`config.mk`:
```
export PLATFORM = sky130hd
export DESIGN_NAME = echo_request_tracker_unit
export DESIGN_NICKNAME = d
export VERILOG_FILES = /design/src/rtl/core/ert_pkg.sv /design/src/rtl/core/ert_ctrl.sv /design/src/rtl/core/ert_table.sv /design/src/rtl/core/echo_request_tracker_unit.sv
export SDC_FILE = /design/constraint.sdc
export NUM_CORES = 2
export LEC_CHECK = 0
export BUFFER_PORTS_ARGS = -buffer_cell sky130_fd_sc_hd__buf_4
export CAP_MARGIN = 20
export CORE_MARGIN = 2
export CORE_UTILIZATION = 55
export DETAILED_ROUTE_END_ITERATION = 6
export PLACE_DENSITY_LB_ADDON = 0.08
export SYNTH_ARGS = -nofsm -noshare
export SYNTH_HDL_FRONTEND = slang
export SYNTH_SLANG_ARGS = --single-unit
```
`constraint.sdc`:
```
create_clock -name i_clk -period 8.6 [get_ports i_clk]
set_input_delay 0.43 -clock i_clk [delete_from_list [all_inputs] [get_ports i_clk]]
set_output_delay 0.43 -clock i_clk [all_outputs]
set_load 0.02 [all_outputs]
```
`src/rtl/core/ert_pkg.sv`:
```
// Shared types and constants of the echo request tracker.
package ert_pkg;

    localparam int unsigned CFG_INDEX_W = 8;
    localparam int unsigned CFG_DATA_W  = 16;

    // Register indexes of the configuration port.
    localparam logic [CFG_INDEX_W-1:0] CFG_YELLOW_LIMIT = 8'd0;
    localparam logic [CFG_INDEX_W-1:0] CFG_RED_LIMIT    = 8'd1;

    localparam logic [15:0] YELLOW_LIMIT_RESET = 16'd15;
    localparam logic [15:0] RED_LIMIT_RESET    = 16'd40;

    // Operation codes.
    localparam logic [1:0] OP_START  = 2'd0;
    localparam logic [1:0] OP_SEND   = 2'd1;
    localparam logic [1:0] OP_REPLY  = 2'd2;
    localparam logic [1:0] OP_UNUSED = 2'd3;

    localparam logic [15:0] MIN_REPLY_LEN   = 16'd8;
    localparam logic [7:0]  ECHO_REPLY_KIND = 8'd0;

    // Latency classes.
    localparam logic [1:0] CLS_GREEN  = 2'd0;
    localparam logic [1:0] CLS_YELLOW = 2'd1;
    localparam logic [1:0] CLS_RED    = 2'd2;

    typedef struct packed {
        logic [1:0]  opcode;
        logic [31:0] peer_address;
        logic [15:0] start_id;
        logic [15:0] reply_ident;
        logic [15:0] reply_sequence;
        logic [7:0]  reply_kind;
        logic [15:0] reply_length;
        logic [31:0] time_now;
        logic        send_ok;
    } t_in_item;

    typedef struct packed {
        logic [2:0]  slot_used;
        logic [15:0] sequence_used;
        logic [15:0] ident_used;
        logic [3:0]  match_count;
        logic [31:0] latency;
        logic [1:0]  latency_class;
        logic [31:0] sent_total;
        logic [31:0] received_total;
    } t_out_item;

    // Commands from the controller to the datapath.
    typedef struct packed {
        logic capture;
        logic evaluate;
        logic commit;
    } t_ert_cmd;

endpackage

```
`src/rtl/core/ert_ctrl.sv`:
```
// Controller state machine of the echo request tracker.
module ert_ctrl
    import ert_pkg::*;
(
    input  logic     i_clk,
    input  logic     i_rst_n,
    input  logic     start,
    output logic     busy,
    output t_ert_cmd o_cmd,
    output logic     o_done
);

    typedef enum logic [1:0] {
        S_IDLE,
        S_EVAL,
        S_COMMIT
    } t_state;

    t_state r_state;
    logic   r_done;

    always_ff @(posedge i_clk) begin
        if (!i_rst_n) begin
            r_state <= S_IDLE;
            r_done  <= 1'b0;
        end else begin
            r_done <= (r_state == S_COMMIT);
            unique case (r_state)
                S_IDLE: begin
                    if (start) begin
                        r_state <= S_EVAL;
                    end
                end
                S_EVAL: begin
                    r_state <= S_COMMIT;
                end
                S_COMMIT: begin
                    r_state <= S_IDLE;
                end
                default: begin
                    r_state <= S_IDLE;
                end
            endcase
        end
    end

    assign busy           = (r_state != S_IDLE);
    assign o_cmd.capture  = (r_state == S_IDLE) && start;
    assign o_cmd.evaluate = (r_state == S_EVAL);
    assign o_cmd.commit   = (r_state == S_COMMIT);
    assign o_done         = r_done;

endmodule

```
`src/rtl/core/ert_table.sv`:
```
// Datapath of the echo request tracker: request table, counters and limits.
module ert_table
    import ert_pkg::*;
#(
    parameter int unsigned TABLE_DEPTH = 8
) (
    input  logic                   i_clk,
    input  logic                   i_rst_n,
    input  t_ert_cmd               i_cmd,
    input  t_in_item               i_item,
    input  logic                   i_cfg_we,
    input  logic [CFG_INDEX_W-1:0] i_cfg_index,
    input  logic [CFG_DATA_W-1:0]  i_cfg_data,
    output t_out_item              o_result
);

    localparam int unsigned IDX_W = $clog2(TABLE_DEPTH);
    localparam int unsigned CNT_W = $clog2(TABLE_DEPTH + 1);
    localparam logic [IDX_W-1:0] LAST_SLOT = IDX_W'(TABLE_DEPTH - 1);

    t_in_item    r_item;
    logic [31:0] r_addr  [TABLE_DEPTH];
    logic [15:0] r_ident [TABLE_DEPTH];
    logic [15:0] r_seq   [TABLE_DEPTH];
    logic [31:0] r_tsend [TABLE_DEPTH];
    logic [TABLE_DEPTH-1:0] r_hit;
    logic [TABLE_DEPTH-1:0] r_empty;
    logic [15:0] r_session;
    logic [15:0] r_seqctr;
    logic [31:0] r_sent;
    logic [31:0] r_recv;
    logic [15:0] r_yellow;
    logic [15:0] r_red;
    t_out_item   r_result;

    logic             reply_elig;
    logic             free_found;
    logic [IDX_W-1:0] free_idx;
    logic [IDX_W-1:0] wslot;
    logic             hit_any;
    logic [IDX_W-1:0] hit_idx;
    logic [CNT_W-1:0] hit_cnt;
    logic [31:0]      hit_cnt_ext;
    logic [31:0]      slot_ext;
    logic [15:0]      n_seqctr;
    logic [31:0]      latency;
    logic [1:0]       lat_class;
    t_out_item        n_result;

    assign reply_elig = (r_item.opcode == OP_REPLY) &&
                        (r_item.reply_length >= MIN_REPLY_LEN) &&
                        (r_item.reply_kind == ECHO_REPLY_KIND);

    // Lowest empty slot, last matching slot and match count.
    always_comb begin
        free_found = 1'b0;
        free_idx   = '0;
        hit_any    = 1'b0;
        hit_idx    = '0;
        hit_cnt    = '0;
        for (int k = 0; k < TABLE_DEPTH; k++) begin
            if (!free_found && r_empty[k]) begin
                free_found = 1'b1;
                free_idx   = IDX_W'(k);
            end
            if (r_hit[k]) begin
                hit_any = 1'b1;
                hit_idx = IDX_W'(k);
            end
            hit_cnt = hit_cnt + CNT_W'(r_hit[k]);
        end
    end

    assign wslot       = free_found ? free_idx : LAST_SLOT;
    assign n_seqctr    = r_seqctr + 16'd1;
    assign hit_cnt_ext = 32'(hit_cnt);
    assign latency     = hit_any ? (r_item.time_now - r_tsend[hit_idx]) : 32'd0;

    always_comb begin
        lat_class = CLS_GREEN;
        if (hit_any) begin
            if (latency > {16'd0, r_red}) begin
                lat_class = CLS_RED;
            end else if (latency > {16'd0, r_yellow}) begin
                lat_class = CLS_YELLOW;
            end
        end
    end

    always_comb begin
        n_result = '0;
        slot_ext = '0;
        unique case (r_item.opcode)
            OP_START: begin
                n_result.ident_used = r_item.start_id;
            end
            OP_SEND: begin
                slot_ext                = 32'(wslot);
                n_result.slot_used      = slot_ext[2:0];
                n_result.sequence_used  = n_seqctr;
                n_result.ident_used     = r_session;
                n_result.sent_total     = r_item.send_ok ? (r_sent + 32'd1) : r_sent;
                n_result.received_total = r_recv;
            end
            OP_REPLY, OP_UNUSED: begin
                slot_ext                = 32'(hit_idx);
                n_result.slot_used      = slot_ext[2:0];
                n_result.ident_used     = r_session;
                n_result.match_count    = hit_cnt_ext[3:0];
                n_result.latency        = latency;
                n_result.latency_class  = lat_class;
                n_result.sent_total     = r_sent;
                n_result.received_total = r_recv + hit_cnt_ext;
            end
            default: begin
                n_result.ident_used = r_session;
            end
        endcase
    end

    // Item capture, compare stage and result register.
    always_ff @(posedge i_clk) begin
        if (i_cmd.capture) begin
            r_item <= i_item;
        end
        if (i_cmd.evaluate) begin
            for (int k = 0; k < TABLE_DEPTH; k++) begin
                r_empty[k] <= (r_addr[k] == 32'd0);
                r_hit[k]   <= reply_elig && (r_addr[k] != 32'd0) &&
                              (r_addr[k] == r_item.peer_address) &&
                              (r_ident[k] == r_item.reply_ident) &&
                              (r_seq[k] == r_item.reply_sequence);
            end
        end
        if (i_cmd.commit) begin
            r_result <= n_result;
        end
    end

    // Entry addresses; zero marks an empty slot.
    always_ff @(posedge i_clk) begin
        if (!i_rst_n) begin
            for (int k = 0; k < TABLE_DEPTH; k++) begin
                r_addr[k] <= '0;
            end
        end else if (i_cmd.commit) begin
            if (r_item.opcode == OP_START) begin
                for (int k = 0; k < TABLE_DEPTH; k++) begin
                    r_addr[k] <= '0;
                end
            end else if (r_item.opcode == OP_SEND) begin
                if (!free_found) begin
                    for (int k = 0; k < TABLE_DEPTH - 1; k++) begin
                        r_addr[k] <= r_addr[k+1];
                    end
                end
                r_addr[wslot] <= r_item.send_ok ? r_item.peer_address : 32'd0;
            end
        end
    end

    // Entry payload; only read behind a nonzero address.
    always_ff @(posedge i_clk) begin
        if (i_cmd.commit && (r_item.opcode == OP_SEND)) begin
            if (!free_found) begin
                for (int k = 0; k < TABLE_DEPTH - 1; k++) begin
                    r_ident[k] <= r_ident[k+1];
                    r_seq[k]   <= r_seq[k+1];
                    r_tsend[k] <= r_tsend[k+1];
                end
            end
            r_ident[wslot] <= r_session;
            r_seq[wslot]   <= n_seqctr;
            r_tsend[wslot] <= r_item.time_now;
        end
    end

    // Session state, counters and configuration.
    always_ff @(posedge i_clk) begin
        if (!i_rst_n) begin
            r_session <= '0;
            r_seqctr  <= '0;
            r_sent    <= '0;
            r_recv    <= '0;
            r_yellow  <= YELLOW_LIMIT_RESET;
            r_red     <= RED_LIMIT_RESET;
        end else begin
            if (i_cfg_we) begin
                if (i_cfg_index == CFG_YELLOW_LIMIT) begin
                    r_yellow <= i_cfg_data;
                end else if (i_cfg_index == CFG_RED_LIMIT) begin
                    r_red <= i_cfg_data;
                end
            end
            if (i_cmd.commit) begin
                unique case (r_item.opcode)
                    OP_START: begin
                        r_session <= r_item.start_id;
                        r_seqctr  <= '0;
                        r_sent    <= '0;
                        r_recv    <= '0;
                    end
                    OP_SEND: begin
                        r_seqctr <= n_seqctr;
                        r_sent   <= n_result.sent_total;
                    end
                    default: begin
                        r_recv <= n_result.received_total;
                    end
                endcase
            end
        end
    end

    assign o_result = r_result;

endmodule

```
`src/rtl/core/echo_request_tracker_unit.sv`:
```
// Top level of the echo request tracker.
//
//  Channel   Ports                                   Transfer
//  -------   -------------------------------------   ---------------------------------
//  command   start, busy, i_item                     start high while busy is low
//  result    o_done, o_result                        o_done high for one cycle
//  config    i_cfg_we, i_cfg_index, i_cfg_data       i_cfg_we high, no wait
//
// Every transaction passes through capture, compare and commit: the command is captured
// at the accepting edge, the table is compared in the evaluate state, and the update and
// result are committed in the commit state. The result is registered at the commit and shown
// with o_done while busy is already low, so a new command can be accepted while o_done is high.
// The controller takes no new command while it compares and commits.
// The synchronous active-low reset empties the table, clears the counters and loads
// the default limits. The receiver cannot stall, so nothing waits on the output.
module echo_request_tracker_unit
    import ert_pkg::*;
#(
    parameter int unsigned TABLE_DEPTH = 8
) (
    input  logic                   i_clk,
    input  logic                   i_rst_n,
    input  logic                   start,
    output logic                   busy,
    input  t_in_item               i_item,
    output logic                   o_done,
    output t_out_item              o_result,
    input  logic                   i_cfg_we,
    input  logic [CFG_INDEX_W-1:0] i_cfg_index,
    input  logic [CFG_DATA_W-1:0]  i_cfg_data
);

    // Command group from the controller into the table datapath.
    t_ert_cmd cmd;

    // The controller sequences capture, compare and commit.
    ert_ctrl u_ctrl (
        .i_clk   (i_clk),
        .i_rst_n (i_rst_n),
        .start   (start),
        .busy    (busy),
        .o_cmd   (cmd),
        .o_done  (o_done)
    );

    // The datapath holds the request table, the session counters and the limits.
    ert_table #(
        .TABLE_DEPTH (TABLE_DEPTH)
    ) u_table (
        .i_clk       (i_clk),
        .i_rst_n     (i_rst_n),
        .i_cmd       (cmd),
        .i_item      (i_item),
        .i_cfg_we    (i_cfg_we),
        .i_cfg_index (i_cfg_index),
        .i_cfg_data  (i_cfg_data),
        .o_result    (o_result)
    );

endmodule

```
==> impl_metrics.py <==
metrics = {
    "worst_setup_path": {
        "worstSetupEndpoint": "u_table.o_result[65]",
        "r2r_slack_ns": 1.95,
        "timing.rr.start": "u_table.r_hit[4]",
        "critPathLaunchType": "register",
        "worstReg2RegEnd": "u_table.o_result[65]",
        "r2r_cells": 19,
        "critPathRequiredTime_ns": 9.10,
        "cp.arrival_ns": 7.15,
        "cpMostUsedCell": "ha_1",
        "critical_path.max_fanout": 32,
        "timing.critical_path.from": "u_table.r_hit[4]",
        "cp_slowest_stage_delay_ns": 0.84,
        "critical_path_class": "reg2reg",
        "slowest_stage": "o21ai_4",
        "crit_path_end_kind": "register",
        "path_cells": "nor3b_1 > nor3_1 > o21ai_4 > a311oi_1 > a31oi_1 > ha_1 > and2_1 > a221oi_1 > a211oi_1 > or2_2 > a21oi_1 > xor2_1 > nor2_1 > ha_1 > nand4_1 > or4_1 > o31ai_1 > o2111ai_1 > o311a_1",
    },
    "pwr": {
        "p_int_mw": 10.1,
        "p_sw_frac": 0.251,
        "power.switching_mw": 3.39,
        "p_per_area_nw_per_um2": 199,
        "seqPwrFrac": 0.489,
        "comb_power_share": 0.091,
        "p_clk_frac": 0.420,
        "leakagePower_nw": 24.6,
        "ir_drop_mv": 0.215,
    },
    "place": {
        "port_buffers": 302,
        "hpwlAfterDp_mm": 146,
        "place_ws_ns": 2.12,
        "dpl-instance-area_um2": 61800,
        "place_congestion": 1.07,
        "dp.cells": 6704,
    },
    "global_route": {
        "busiest_layer": "met2",
        "grtUsageMet3": 0.0814,
        "grt_pass1_vias": 41794,
        "use_met2": 0.593,
        "grt_first_pass_wirelength_mm": 292,
        "use_met1": 0.500,
        "grt_overflow": 0,
        "track_usage": 0.376,
        "antenna_found_initial": 10,
        "grt_max_degree": 149,
    },
    "run_status": {
        "status": "finished with violations",
        "violations": "DRC",
    },
    "cts": {
        "root_buffer": "clkbuf_16",
        "cts_resized": 0,
        "cts-htree-levels": 4,
        "clock-sinks": 1188,
        "numCtsBuffers": 132,
        "path_clk_slew_ns": 0.06,
        "cts_max_path_buffers": 3,
        "cts_tree": "done",
        "insertion_delay_ns": 0.77,
    },
    "floorplanning": {
        "die_area_um2": 109000,
        "fp.coreArea_um2": 105000,
        "die_w_um": 330,
        "initial_utilization": 0.554,
        "io-pin-count": 306,
        "rows": 119,
        "die_h_um": 330,
    },
    "detailed_routing": {
        "drcViolationCount": 5,
        "drt_first_pass_iters": 7,
        "ant_nets": 0,
        "vias": 44462,
        "drtIter0Drc": 6335,
        "wl_per_cell_um": 29.1,
        "viasPerCell": 6.26,
        "totalWireLength_mm": 206,
    },
    "synthesis": {
        "synth.distinct_cells": 82,
        "postSynthCellCount": 5264,
        "synth.top_cell.area_share": 0.545,
        "synthTopCellsByArea": "edfxtp_1 (54%), nand2_1 (7.2%), xnor2_1 (4.8%)",
        "syn-num-nets": 5510,
        "synth_edf_count": 1057,
        "yosysSeqAreaShare": 0.590,
        "yosysTopAreaCell": "edfxtp_1",
        "ys_warn_count": 0,
        "synth.avg_cell_area_um2": 11.1,
        "syn-cell-area_um2": 58300,
        "ys_seq_elements": 1188,
        "async_flop_share": 0,
        "synth_flop_cell": "edfxtp_1",
    },
    "finish": {
        "areaGrowthSynthToFinish_pct": 16.1,
        "mostFrequentLayoutCells": "nand2_1 (1101), edfxtp_1 (1057), o21ai_0 (406)",
        "stdcell_count": 7103,
        "nets": 5849,
        "layout_commonest_cell": "nand2_1",
        "drive_gt1_frac": 0.152,
        "design_area_um2": 67600,
        "fin_util": 0.643,
    },
    "sta": {
        "setup_slack_ns": 1.95,
        "fin_skew_ns": 0.0269,
        "clock.fmax_mhz": 150,
        "tns_ns": 0,
        "slew_viol_final": 0,
        "setup_viol": 0,
        "worst_slew_pin_slew_ns": 1.24,
        "hold_viol": 0,
        "post-route-min-period_ns": 6.65,
        "rsz0062_at_grt": "no",
        "fin_crit_sh": 0.773,
        "slew-limit-headroom": 0.167,
    },
    "hold_path": {
        "hold_path.class": "in2reg",
    },
    "job": {
        "drv_cap": 0,
    },
}
Yosys cell counts, drive strengths merged, types with 80 or more instances:
cell type and instances:
a21oi 80, clkbuf 273, dfxtp 131, edfxtp 1057
inv 89, mux2 237, nand2 1112, nand3 131
nand4 131, nor2 299, nor4 152, o21ai 410
xnor2 319, xor2 252
kinds of logic after synthesis:
kind of cell,after synthesis,share of synthesized area
mux,281,0.0534
compound gates,698,0.0704
simple gates,2022,0.154
xor+xnor,571,0.0858
fa+ha+maj,79,0.0177
buf+inv,425,0.0291
flops,1188,0.590
how the worst min path moves through the flow:
| stage | startpoint | end | slack [ns] | cells after the start |
|---|---|---|---|---|
| after floorplan | u_table.r_session[15] | u_table.r_ident[7][15] | 0.41 | 0 |
| after global placement | u_table.r_item[1] | u_table.r_tsend[7][0] | 0.43 | 0 |
| after detailed placement | u_table.r_item[1] | u_table.r_tsend[7][0] | 0.44 | 0 |
| after CTS | i_rst_n | u_table.r_red[3] | 0.02 | 2 |
| after global routing | i_rst_n | u_table.r_red[5] | 0.03 | 2 |
| final | i_rst_n | u_table.r_yellow[0] | 0.05 | 2 |
repair_timing:
| action | 4_1_cts | 5_1_grt |
|---|---|---|
| endpoints found under the setup margin | 0 | 0 |
| buffers inserted | 0 | 0 |
| hold endpoints to repair | 169 | 0 |
| hold buffers | 153 | 0 |
through the flow:
| step | hold WS, ns | total power [mW] |
|---|---|---|
| final | 0.0487 | 13.5 |
| after detailed placement | 0.436 | 7.83 |
| after floorplan | 0.407 | 7.27 |
| after global routing | 0.0308 | 13.8 |
| after CTS | 0.0166 | 13.5 |
| after global placement | 0.433 | 7.82 |
flip-flops by register name, indices dropped and copies added (netlist names), 16 cells and up:
signal             flops
u_table.r_addr       256
u_table.r_item       136
u_table.r_sent        32
u_table.r_seq        128
u_table.r_seqctr      16
u_table.r_session     16
u_table.r_yellow      16
u_table.r_ident      128
u_table.o_result     137
u_table.r_tsend      256
u_table.r_red         16
u_table.r_recv        32
worst max-delay path: cells and delay by family (launching register included):
| kind | cells | cell delay (ns) |
|---|---|---|
| AOI/OAI and AO/OA | 9 | 2.94 |
| and+or+nand+nor | 7 | 1.85 |
| adders and majority gates | 2 | 0.65 |
| DFF | 1 | 0.53 |
| xor gates and xnor gates | 1 | 0.39 |
final cells by class:
cell class	count	area [µm²]
Antenna cell	3	7.51
Clock buffer	180	3710
Clock inverter	60	549
Fill cell	8384	37500
Inverter	91	349
Multi-Input combinational cell	3651	22400
Sequential cell	1188	34400
Tap cell	1391	1740
Timing Repair Buffer	539	4490
per-layer routing:
metal	wire, µm	up-vias
met4	10900	10
li1	-	19523
met3	20100	460
met2	95300	2489
met1	80000	21980
met5	59	-
power by group through the flow:
stage               clock (mW)  sequential, mW  combinational (mW)
floorplan                    0            6.59               0.677
CTS                       5.69            6.58                1.20
global placement             0            6.70                1.13
detailed placement           0            6.70                1.13
finish                    5.66            6.59                1.23
global route              5.91            6.60                1.29
No activity file was read; power rests on OpenSTA's default activity.
